$ cat src/rtl/rfa_pkg.sv
`timescale 1ns / 1ps
// Package for the reduced fraction adder: operand widths, word types and
// the status struct that the iterative units report to the sequencer.
// No dependencies.
package rfa_pkg;

	// Operand width and the widths that follow from it
	localparam int OPND_W = 16;
	localparam int DEN_W  = 2 * OPND_W;
	localparam int NUM_W  = 2 * OPND_W + 1;
	// Counter wide enough to hold NUM_W itself
	localparam int CNT_W  = $clog2(NUM_W + 1);

	// Input word: two fractions
	typedef struct packed {
		logic [OPND_W-1:0] first_num;
		logic [OPND_W-1:0] first_den;
		logic [OPND_W-1:0] second_num;
		logic [OPND_W-1:0] second_den;
	} opnd_t;

	// Output word: reduced sum
	typedef struct packed {
		logic [NUM_W-1:0] sum_num;
		logic [DEN_W-1:0] sum_den;
	} res_t;

	// Status of an iterative unit
	typedef struct packed {
		logic busy;
		logic done;
	} unit_stat_t;

endpackage

$ cat src/rtl/rfa_gcd.sv
`timescale 1ns / 1ps
// Binary (Stein) gcd unit: one compare/subtract and shift per cycle.
// Depends on rfa_pkg. Both operands must be nonzero at start.
module rfa_gcd (
	input  logic                      clk,
	input  logic                      arst_n,
	input  logic                      start,
	input  logic [rfa_pkg::NUM_W-1:0] a,
	input  logic [rfa_pkg::NUM_W-1:0] b,
	output rfa_pkg::unit_stat_t       stat,
	output logic [rfa_pkg::NUM_W-1:0] g
);
	import rfa_pkg::*;

	logic [NUM_W-1:0] a_q;
	logic [NUM_W-1:0] b_q;
	logic [NUM_W-1:0] g_q;
	logic [CNT_W-1:0] k_q;
	logic             busy_q;
	logic             done_q;
	logic [NUM_W:0]   d_ab;
	logic [NUM_W-1:0] d_ba;
	logic             a_gt;
	logic             equal;

	// Shared compare/subtract
	assign d_ab  = {1'b0, a_q} - {1'b0, b_q};
	assign d_ba  = b_q - a_q;
	assign a_gt  = !d_ab[NUM_W];
	assign equal = (a_q == b_q);

	// Control
	always_ff @(posedge clk or negedge arst_n) begin
		if (!arst_n) begin
			busy_q <= 1'b0;
			done_q <= 1'b0;
		end else begin
			done_q <= 1'b0;
			if (start) begin
				busy_q <= 1'b1;
			end else if (busy_q && equal) begin
				busy_q <= 1'b0;
				done_q <= 1'b1;
			end
		end
	end

	// Datapath: strip common twos, then odd-odd subtract with halving
	always_ff @(posedge clk) begin
		if (start) begin
			a_q <= a;
			b_q <= b;
			k_q <= '0;
		end else if (busy_q) begin
			priority if (equal) begin
				g_q <= a_q << k_q;
			end else if (!a_q[0] && !b_q[0]) begin
				a_q <= a_q >> 1;
				b_q <= b_q >> 1;
				k_q <= k_q + CNT_W'(1);
			end else if (!a_q[0]) begin
				a_q <= a_q >> 1;
			end else if (!b_q[0]) begin
				b_q <= b_q >> 1;
			end else if (a_gt) begin
				a_q <= d_ab[NUM_W-1:0] >> 1;
			end else begin
				b_q <= d_ba >> 1;
			end
		end
	end

	assign stat.busy = busy_q;
	assign stat.done = done_q;
	assign g         = g_q;

	// Checks
	a_no_restart: assert property (@(posedge clk) disable iff (!arst_n)
		start |-> !busy_q) else $error("gcd started while busy");
	a_nonzero: assert property (@(posedge clk) disable iff (!arst_n)
		busy_q |-> (a_q != '0 && b_q != '0)) else $error("gcd operand went to zero");
	a_done_after_busy: assert property (@(posedge clk) disable iff (!arst_n)
		done_q |-> (!busy_q && $past(busy_q))) else $error("gcd done without run");
	a_g_nonzero: assert property (@(posedge clk) disable iff (!arst_n)
		done_q |-> (g_q != '0)) else $error("gcd result is zero");

endmodule

$ cat src/rtl/rfa_div.sv
`timescale 1ns / 1ps
// Two-lane restoring divider: both dividends by one shared divisor,
// one quotient bit per lane per cycle. Depends on rfa_pkg.
module rfa_div (
	input  logic                      clk,
	input  logic                      arst_n,
	input  logic                      start,
	input  logic [rfa_pkg::NUM_W-1:0] divisor,
	input  logic [rfa_pkg::NUM_W-1:0] dvd_a,
	input  logic [rfa_pkg::NUM_W-1:0] dvd_b,
	output rfa_pkg::unit_stat_t       stat,
	output logic [rfa_pkg::NUM_W-1:0] quo_a,
	output logic [rfa_pkg::NUM_W-1:0] quo_b
);
	import rfa_pkg::*;

	logic [NUM_W-1:0] dvs_q;
	logic [NUM_W-1:0] qa_q;
	logic [NUM_W-1:0] qb_q;
	logic [NUM_W-1:0] ra_q;
	logic [NUM_W-1:0] rb_q;
	logic [CNT_W-1:0] cnt_q;
	logic             busy_q;
	logic             done_q;
	logic [NUM_W:0]   ta;
	logic [NUM_W:0]   tb;
	logic [NUM_W:0]   sa;
	logic [NUM_W:0]   sb;
	logic             ge_a;
	logic             ge_b;
	logic             last;

	// Shift in next dividend bit and trial-subtract
	assign ta   = {ra_q, qa_q[NUM_W-1]};
	assign tb   = {rb_q, qb_q[NUM_W-1]};
	assign sa   = ta - {1'b0, dvs_q};
	assign sb   = tb - {1'b0, dvs_q};
	assign ge_a = (ta >= {1'b0, dvs_q});
	assign ge_b = (tb >= {1'b0, dvs_q});
	assign last = (cnt_q == CNT_W'(NUM_W - 1));

	// Control
	always_ff @(posedge clk or negedge arst_n) begin
		if (!arst_n) begin
			busy_q <= 1'b0;
			done_q <= 1'b0;
			cnt_q  <= '0;
		end else begin
			done_q <= 1'b0;
			if (start) begin
				busy_q <= 1'b1;
				cnt_q  <= '0;
			end else if (busy_q) begin
				cnt_q <= cnt_q + CNT_W'(1);
				if (last) begin
					busy_q <= 1'b0;
					done_q <= 1'b1;
				end
			end
		end
	end

	// Datapath: dividend registers turn into quotients
	always_ff @(posedge clk) begin
		if (start) begin
			dvs_q <= divisor;
			qa_q  <= dvd_a;
			qb_q  <= dvd_b;
			ra_q  <= '0;
			rb_q  <= '0;
		end else if (busy_q) begin
			qa_q <= {qa_q[NUM_W-2:0], ge_a};
			qb_q <= {qb_q[NUM_W-2:0], ge_b};
			ra_q <= ge_a ? sa[NUM_W-1:0] : ta[NUM_W-1:0];
			rb_q <= ge_b ? sb[NUM_W-1:0] : tb[NUM_W-1:0];
		end
	end

	assign stat.busy = busy_q;
	assign stat.done = done_q;
	assign quo_a     = qa_q;
	assign quo_b     = qb_q;

	// Checks
	a_no_restart: assert property (@(posedge clk) disable iff (!arst_n)
		start |-> !busy_q) else $error("divider started while busy");
	a_dvs_nonzero: assert property (@(posedge clk) disable iff (!arst_n)
		busy_q |-> (dvs_q != '0)) else $error("divide by zero");
	a_rem_bound: assert property (@(posedge clk) disable iff (!arst_n)
		busy_q |-> (ra_q < dvs_q && rb_q < dvs_q)) else $error("remainder out of range");
	a_done_after_busy: assert property (@(posedge clk) disable iff (!arst_n)
		done_q |-> (!busy_q && $past(busy_q))) else $error("divider done without run");

endmodule

$ cat src/rtl/reduced_fraction_adder.sv
`timescale 1ns / 1ps
// Top level of the reduced fraction adder: sequencer, shared multiplier,
// gcd unit and divider. Depends on rfa_pkg, rfa_gcd, rfa_div.
//
//  channel  | valid       | stall       | word
//  ---------+-------------+-------------+----------------------------------
//  operand  | opnd_valid  | opnd_stall  | opnd: first/second num and den
//  result   | res_valid   | res_stall   | res:  sum_num, sum_den
//
// One word at a time. After accept, the shared 16x16 multiplier forms the
// products in steps DN, ND, DD and LAST; then the binary gcd loop runs, one
// subtract/shift per iteration; then the two-lane divider, unless the gcd is
// one; then the output is loaded. Zero sum or zero denominator skips gcd and
// divide. Reset clears all control state. A stalled result waits in the
// output register while the next word is accepted and worked on.
module reduced_fraction_adder (
	input  logic           clk,
	input  logic           arst_n,
	input  logic           opnd_valid,
	output logic           opnd_stall,
	input  rfa_pkg::opnd_t opnd,
	output logic           res_valid,
	input  logic           res_stall,
	output rfa_pkg::res_t  res
);
	import rfa_pkg::*;

	typedef enum logic [4:0] {
		ST_IDLE = 5'b00001,
		ST_MUL  = 5'b00010,
		ST_GCD  = 5'b00100,
		ST_DIV  = 5'b01000,
		ST_DONE = 5'b10000
	} state_t;

	// Multiplier steps
	localparam logic [1:0] MS_DN   = 2'd0;
	localparam logic [1:0] MS_ND   = 2'd1;
	localparam logic [1:0] MS_DD   = 2'd2;
	localparam logic [1:0] MS_LAST = 2'd3;

	state_t           state_q;
	logic [1:0]       step_q;
	opnd_t            opnd_q;
	logic [DEN_W-1:0] prod_q;
	logic [NUM_W-1:0] x_q;
	logic [DEN_W-1:0] y_q;
	res_t             res_q;
	logic             res_valid_q;

	logic [OPND_W-1:0] mul_a;
	logic [OPND_W-1:0] mul_b;
	logic              accept;
	logic              out_free;
	logic              res_load;
	logic              zero_case;
	logic              gcd_start;
	logic              div_start;
	unit_stat_t        gcd_stat;
	unit_stat_t        div_stat;
	logic [NUM_W-1:0]  gcd_g;
	logic [NUM_W-1:0]  quo_a;
	logic [NUM_W-1:0]  quo_b;
	logic              g_is_one;

	assign opnd_stall = (state_q != ST_IDLE);
	assign accept     = opnd_valid && !opnd_stall;
	assign out_free   = !res_valid_q || !res_stall;
	assign res_load   = (state_q == ST_DONE) && out_free;
	assign zero_case  = (x_q == '0) || (prod_q == '0);
	assign g_is_one   = (gcd_g == NUM_W'(1));
	assign gcd_start  = (state_q == ST_MUL) && (step_q == MS_LAST) && !zero_case;
	assign div_start  = (state_q == ST_GCD) && gcd_stat.done && !g_is_one;

	// Shared multiplier operand select
	always_comb begin
		mul_a = (step_q == MS_ND) ? opnd_q.first_num : opnd_q.first_den;
		mul_b = (step_q == MS_DN) ? opnd_q.second_num : opnd_q.second_den;
	end

	// Sequencer and output valid
	always_ff @(posedge clk or negedge arst_n) begin
		if (!arst_n) begin
			state_q     <= ST_IDLE;
			step_q      <= MS_DN;
			res_valid_q <= 1'b0;
		end else begin
			if (res_load) begin
				res_valid_q <= 1'b1;
			end else if (res_valid_q && !res_stall) begin
				res_valid_q <= 1'b0;
			end
			unique case (state_q)
				ST_IDLE: begin
					if (accept) begin
						state_q <= ST_MUL;
						step_q  <= MS_DN;
					end
				end
				ST_MUL: begin
					step_q <= step_q + 2'd1;
					if (step_q == MS_LAST) begin
						state_q <= zero_case ? ST_DONE : ST_GCD;
					end
				end
				ST_GCD: begin
					if (gcd_stat.done) begin
						state_q <= g_is_one ? ST_DONE : ST_DIV;
					end
				end
				ST_DIV: begin
					if (div_stat.done) begin
						state_q <= ST_DONE;
					end
				end
				ST_DONE: begin
					if (out_free) begin
						state_q <= ST_IDLE;
					end
				end
				default: begin
					state_q <= ST_IDLE;
				end
			endcase
		end
	end

	// Datapath: operands, products, sum and final quotients
	always_ff @(posedge clk) begin
		if (accept) begin
			opnd_q <= opnd;
		end
		if (state_q == ST_MUL) begin
			prod_q <= mul_a * mul_b;
			unique case (step_q)
				MS_DN:   ;
				MS_ND:   x_q <= {1'b0, prod_q};
				MS_DD:   x_q <= x_q + {1'b0, prod_q};
				MS_LAST: y_q <= prod_q;
				default: ;
			endcase
		end
		if (state_q == ST_DIV && div_stat.done) begin
			x_q <= quo_a;
			y_q <= quo_b[DEN_W-1:0];
		end
		if (state_q == ST_DONE && out_free) begin
			res_q.sum_num <= x_q;
			res_q.sum_den <= y_q;
		end
	end

	rfa_gcd u_gcd (
		.clk    (clk),
		.arst_n (arst_n),
		.start  (gcd_start),
		.a      (x_q),
		.b      ({1'b0, prod_q}),
		.stat   (gcd_stat),
		.g      (gcd_g)
	);

	rfa_div u_div (
		.clk     (clk),
		.arst_n  (arst_n),
		.start   (div_start),
		.divisor (gcd_g),
		.dvd_a   (x_q),
		.dvd_b   ({1'b0, y_q}),
		.stat    (div_stat),
		.quo_a   (quo_a),
		.quo_b   (quo_b)
	);

	assign res_valid = res_valid_q;
	assign res       = res_q;

	// Checks
	a_gcd_in_state: assert property (@(posedge clk) disable iff (!arst_n)
		gcd_stat.busy |-> (state_q == ST_GCD)) else $error("gcd busy outside its state");
	a_div_in_state: assert property (@(posedge clk) disable iff (!arst_n)
		div_stat.busy |-> (state_q == ST_DIV)) else $error("divider busy outside its state");
	a_accept_starts: assert property (@(posedge clk) disable iff (!arst_n)
		accept |=> (state_q == ST_MUL && step_q == MS_DN)) else $error("accept lost");

endmodule

$ cat config.mk
export PLATFORM = sky130hd
export DESIGN_NAME = reduced_fraction_adder
export DESIGN_NICKNAME = d
export VERILOG_FILES = /design/src/rtl/rfa_pkg.sv /design/src/rtl/rfa_gcd.sv /design/src/rtl/rfa_div.sv /design/src/rtl/reduced_fraction_adder.sv
export SDC_FILE = /design/constraint.sdc
export NUM_CORES = 2
export LEC_CHECK = 0
export ABC_AREA = 1
export BUFFER_PORTS_ARGS = -buffer_cell sky130_fd_sc_hd__buf_2
export CAP_MARGIN = 0
export CORE_UTILIZATION = 65
export DETAILED_ROUTE_END_ITERATION = 8
export PLACE_DENSITY = 0.95
export SKIP_LAST_GASP = 1
export SLEW_MARGIN = 20
export SYNTH_ARGS = -nofsm -noshare
export SYNTH_HDL_FRONTEND = slang
export SYNTH_HIERARCHICAL = 1
export SYNTH_SLANG_ARGS = --single-unit
$ cat constraint.sdc
create_clock -name clk -period 7.34 [get_ports clk]
set_input_delay 1.468 -clock clk [delete_from_list [all_inputs] [get_ports clk]]
set_output_delay 1.468 -clock clk [all_outputs]
set_load 0.005 [all_outputs]
==> flow_metrics.py <==
metrics = {
    "floorplan": {
        "core_mm2": 0.06716,
        "start_util": 0.6559,
        "pin_count": 135,
        "die_h_um": 262.3,
        "rows": 95,
        "die-area_mm2": 0.06881,
        "die_x_um": 262.3,
    },
    "worst_hold_path": {
        "hp-class": "register to register",
    },
    "timing": {
        "max_freq_ghz": 0.1432,
        "max_slew_margin": 0.2760,
        "rsz0062_at_grt": "no",
        "final.min_clock_period_ns": 6.982,
        "tightest_slew_ns": 1.083,
        "tns_ns": 0,
        "report.final.slew_viol_count": 0,
        "finalSetupViolations": 0,
        "period_share": 0.9513,
        "hold_viol": 0,
        "clock_skew_ns": 0.03693,
    },
    "layout": {
        "syn2layout_area_growth_pct": 7.701,
        "final_cell_mix": "nand2_1, inv_1, nor2_1",
        "nFillCells": 5493,
        "largest_reg_flops": 65,
        "multi_input_area_mm2": 0.02444,
        "drive_gt1_frac": 0.06760,
        "utilization": 0.7064,
        "instances_no_fill": 7090,
        "seq_area_mm2": 0.01463,
        "final_common_cell": "nand2_1",
        "nets": 6708,
    },
    "critical_path": {
        "critPathArrivalTime_ns": 7.41,
        "required_ns": 7.76,
        "critPathLaunchType": "register",
        "worst-path-max-fanout": 32,
        "end_kind": "register",
        "setup.worst_path.class": "register to register",
    },
    "placed_design": {
        "dp_hpwl_um": 115500,
        "port_buffers": 134,
        "gp_congestion": 1.058,
        "place_inst": 6979,
    },
    "clock_tree": {
        "cts-resized-gates": 0,
        "root_buffer": "clkbuf_16",
        "cts_sinks": 514,
        "clkTransAtPathRegs_ns": 0.07,
        "cts_setup_buffers": 0,
        "clk_path_buf_depth": 3,
        "cts_tree": "yes",
        "cts_max_level": 2,
        "ctsHoldBuffers": 0,
        "clk_latency_ns": 0.69,
        "cts_made_buffers": 57,
    },
    "grt": {
        "grt_usage": 0.4374,
        "antenna_found_initial": 10,
        "grt_pass1_wl_um": 228800,
        "first_global_vias": 40120,
        "grt_max_degree": 74,
        "grt.overflow.total": 0,
    },
    "detailed_routing": {
        "routed_via_density": 5.810,
        "via_count": 41190,
        "drc_errors": 1,
        "ant_nets": 0,
        "wirelength_um": 151900,
        "drtIter0Drc": 4965,
        "wl_per_cell_um": 21.42,
        "firstDrtPassIters": 9,
    },
    "run_status": {
        "status": "finished with violations",
        "violations": "design-rule violations",
    },
    "run": {
        "max-cap-violations": 0,
    },
    "logic_synthesis": {
        "syn-cell-area_mm2": 0.04405,
        "syn_inst": 6083,
        "yosysWarnings": 6,
        "avgSynthCellArea_um2": 7.241,
    },
}
## stage by stage
stage | setup slack [ns] | instance area [um^2] | hold WS [ns]
floorplan | 0.9472 | 44050 | 0.4261
global placement | 0.3906 | 45380 | 0.4300
detailed placement | 0.3285 | 45380 | 0.4344
CTS | 0.3220 | 47430 | 0.4499
global route | 0.04719 | 47440 | 0.4626
finish | 0.3577 | 47440 | 0.4494
## worst max-delay path, stage by stage, from the launching register on
cell	delay, ns
dfrtp_1	0.38
inv_1	0.09
ha_1	0.21
buf_4	0.23
o21ai_1	0.71
buf_4	0.29
nand2_1	0.09
fa_1	0.53
inv_1	0.06
fa_1	0.54
fa_1	0.45
fa_1	0.52
fa_1	0.59
inv_1	0.08
fa_1	0.54
inv_1	0.04
ha_1	0.37
nand2_1	0.15
inv_1	0.08
a21oi_1	0.26
o21ai_0	0.14
a21oi_1	0.19
nand2_1	0.07
nand2_1	0.06
nand2_1	0.04
## layer usage
| layer | up-vias | share of wire | global-route usage |
|---|---|---|---|
| met1 | 18820 | 0.34 | 0.4975 |
| met3 | 746 | 0.11 | 0.09558 |
| met2 | 2594 | 0.45 | 0.6972 |
| met4 | 12 | 0.11 | 0.3897 |
| li1 | 19020 | - | - |
| met5 | - | 0.00072 | 0.004158 |
## worst paths after layout
kind	start	end	slack (ns)	cells after the start
hold / removal	u_gcd/g[15]	u_div/dvs_q[15]	0.45	0
setup / recovery	step_q[0]	prod_q[29]	0.36	24
setup reg to reg	step_q[0]	prod_q[29]	0.36	24
max in group asynchronous	arst_n	state_q[1]	6.13	1
min in group asynchronous	arst_n	res_valid	0.78	1
hold reg to reg	u_gcd/g[15]	u_div/dvs_q[15]	0.45	0
## cell type report
class	count	area share
timing repair buffer	185	0.02221
antenna	4	0.0002110
clock inverter	40	0.01221
sequential	514	0.3083
multi-input combinational	4299	0.5152
tap	873	0.02302
inverter	1108	0.08777
clock buffer	67	0.03107
Power is not shown: default switching activity piles up to over one toggle a cycle in this logic, so the estimate is an artifact.
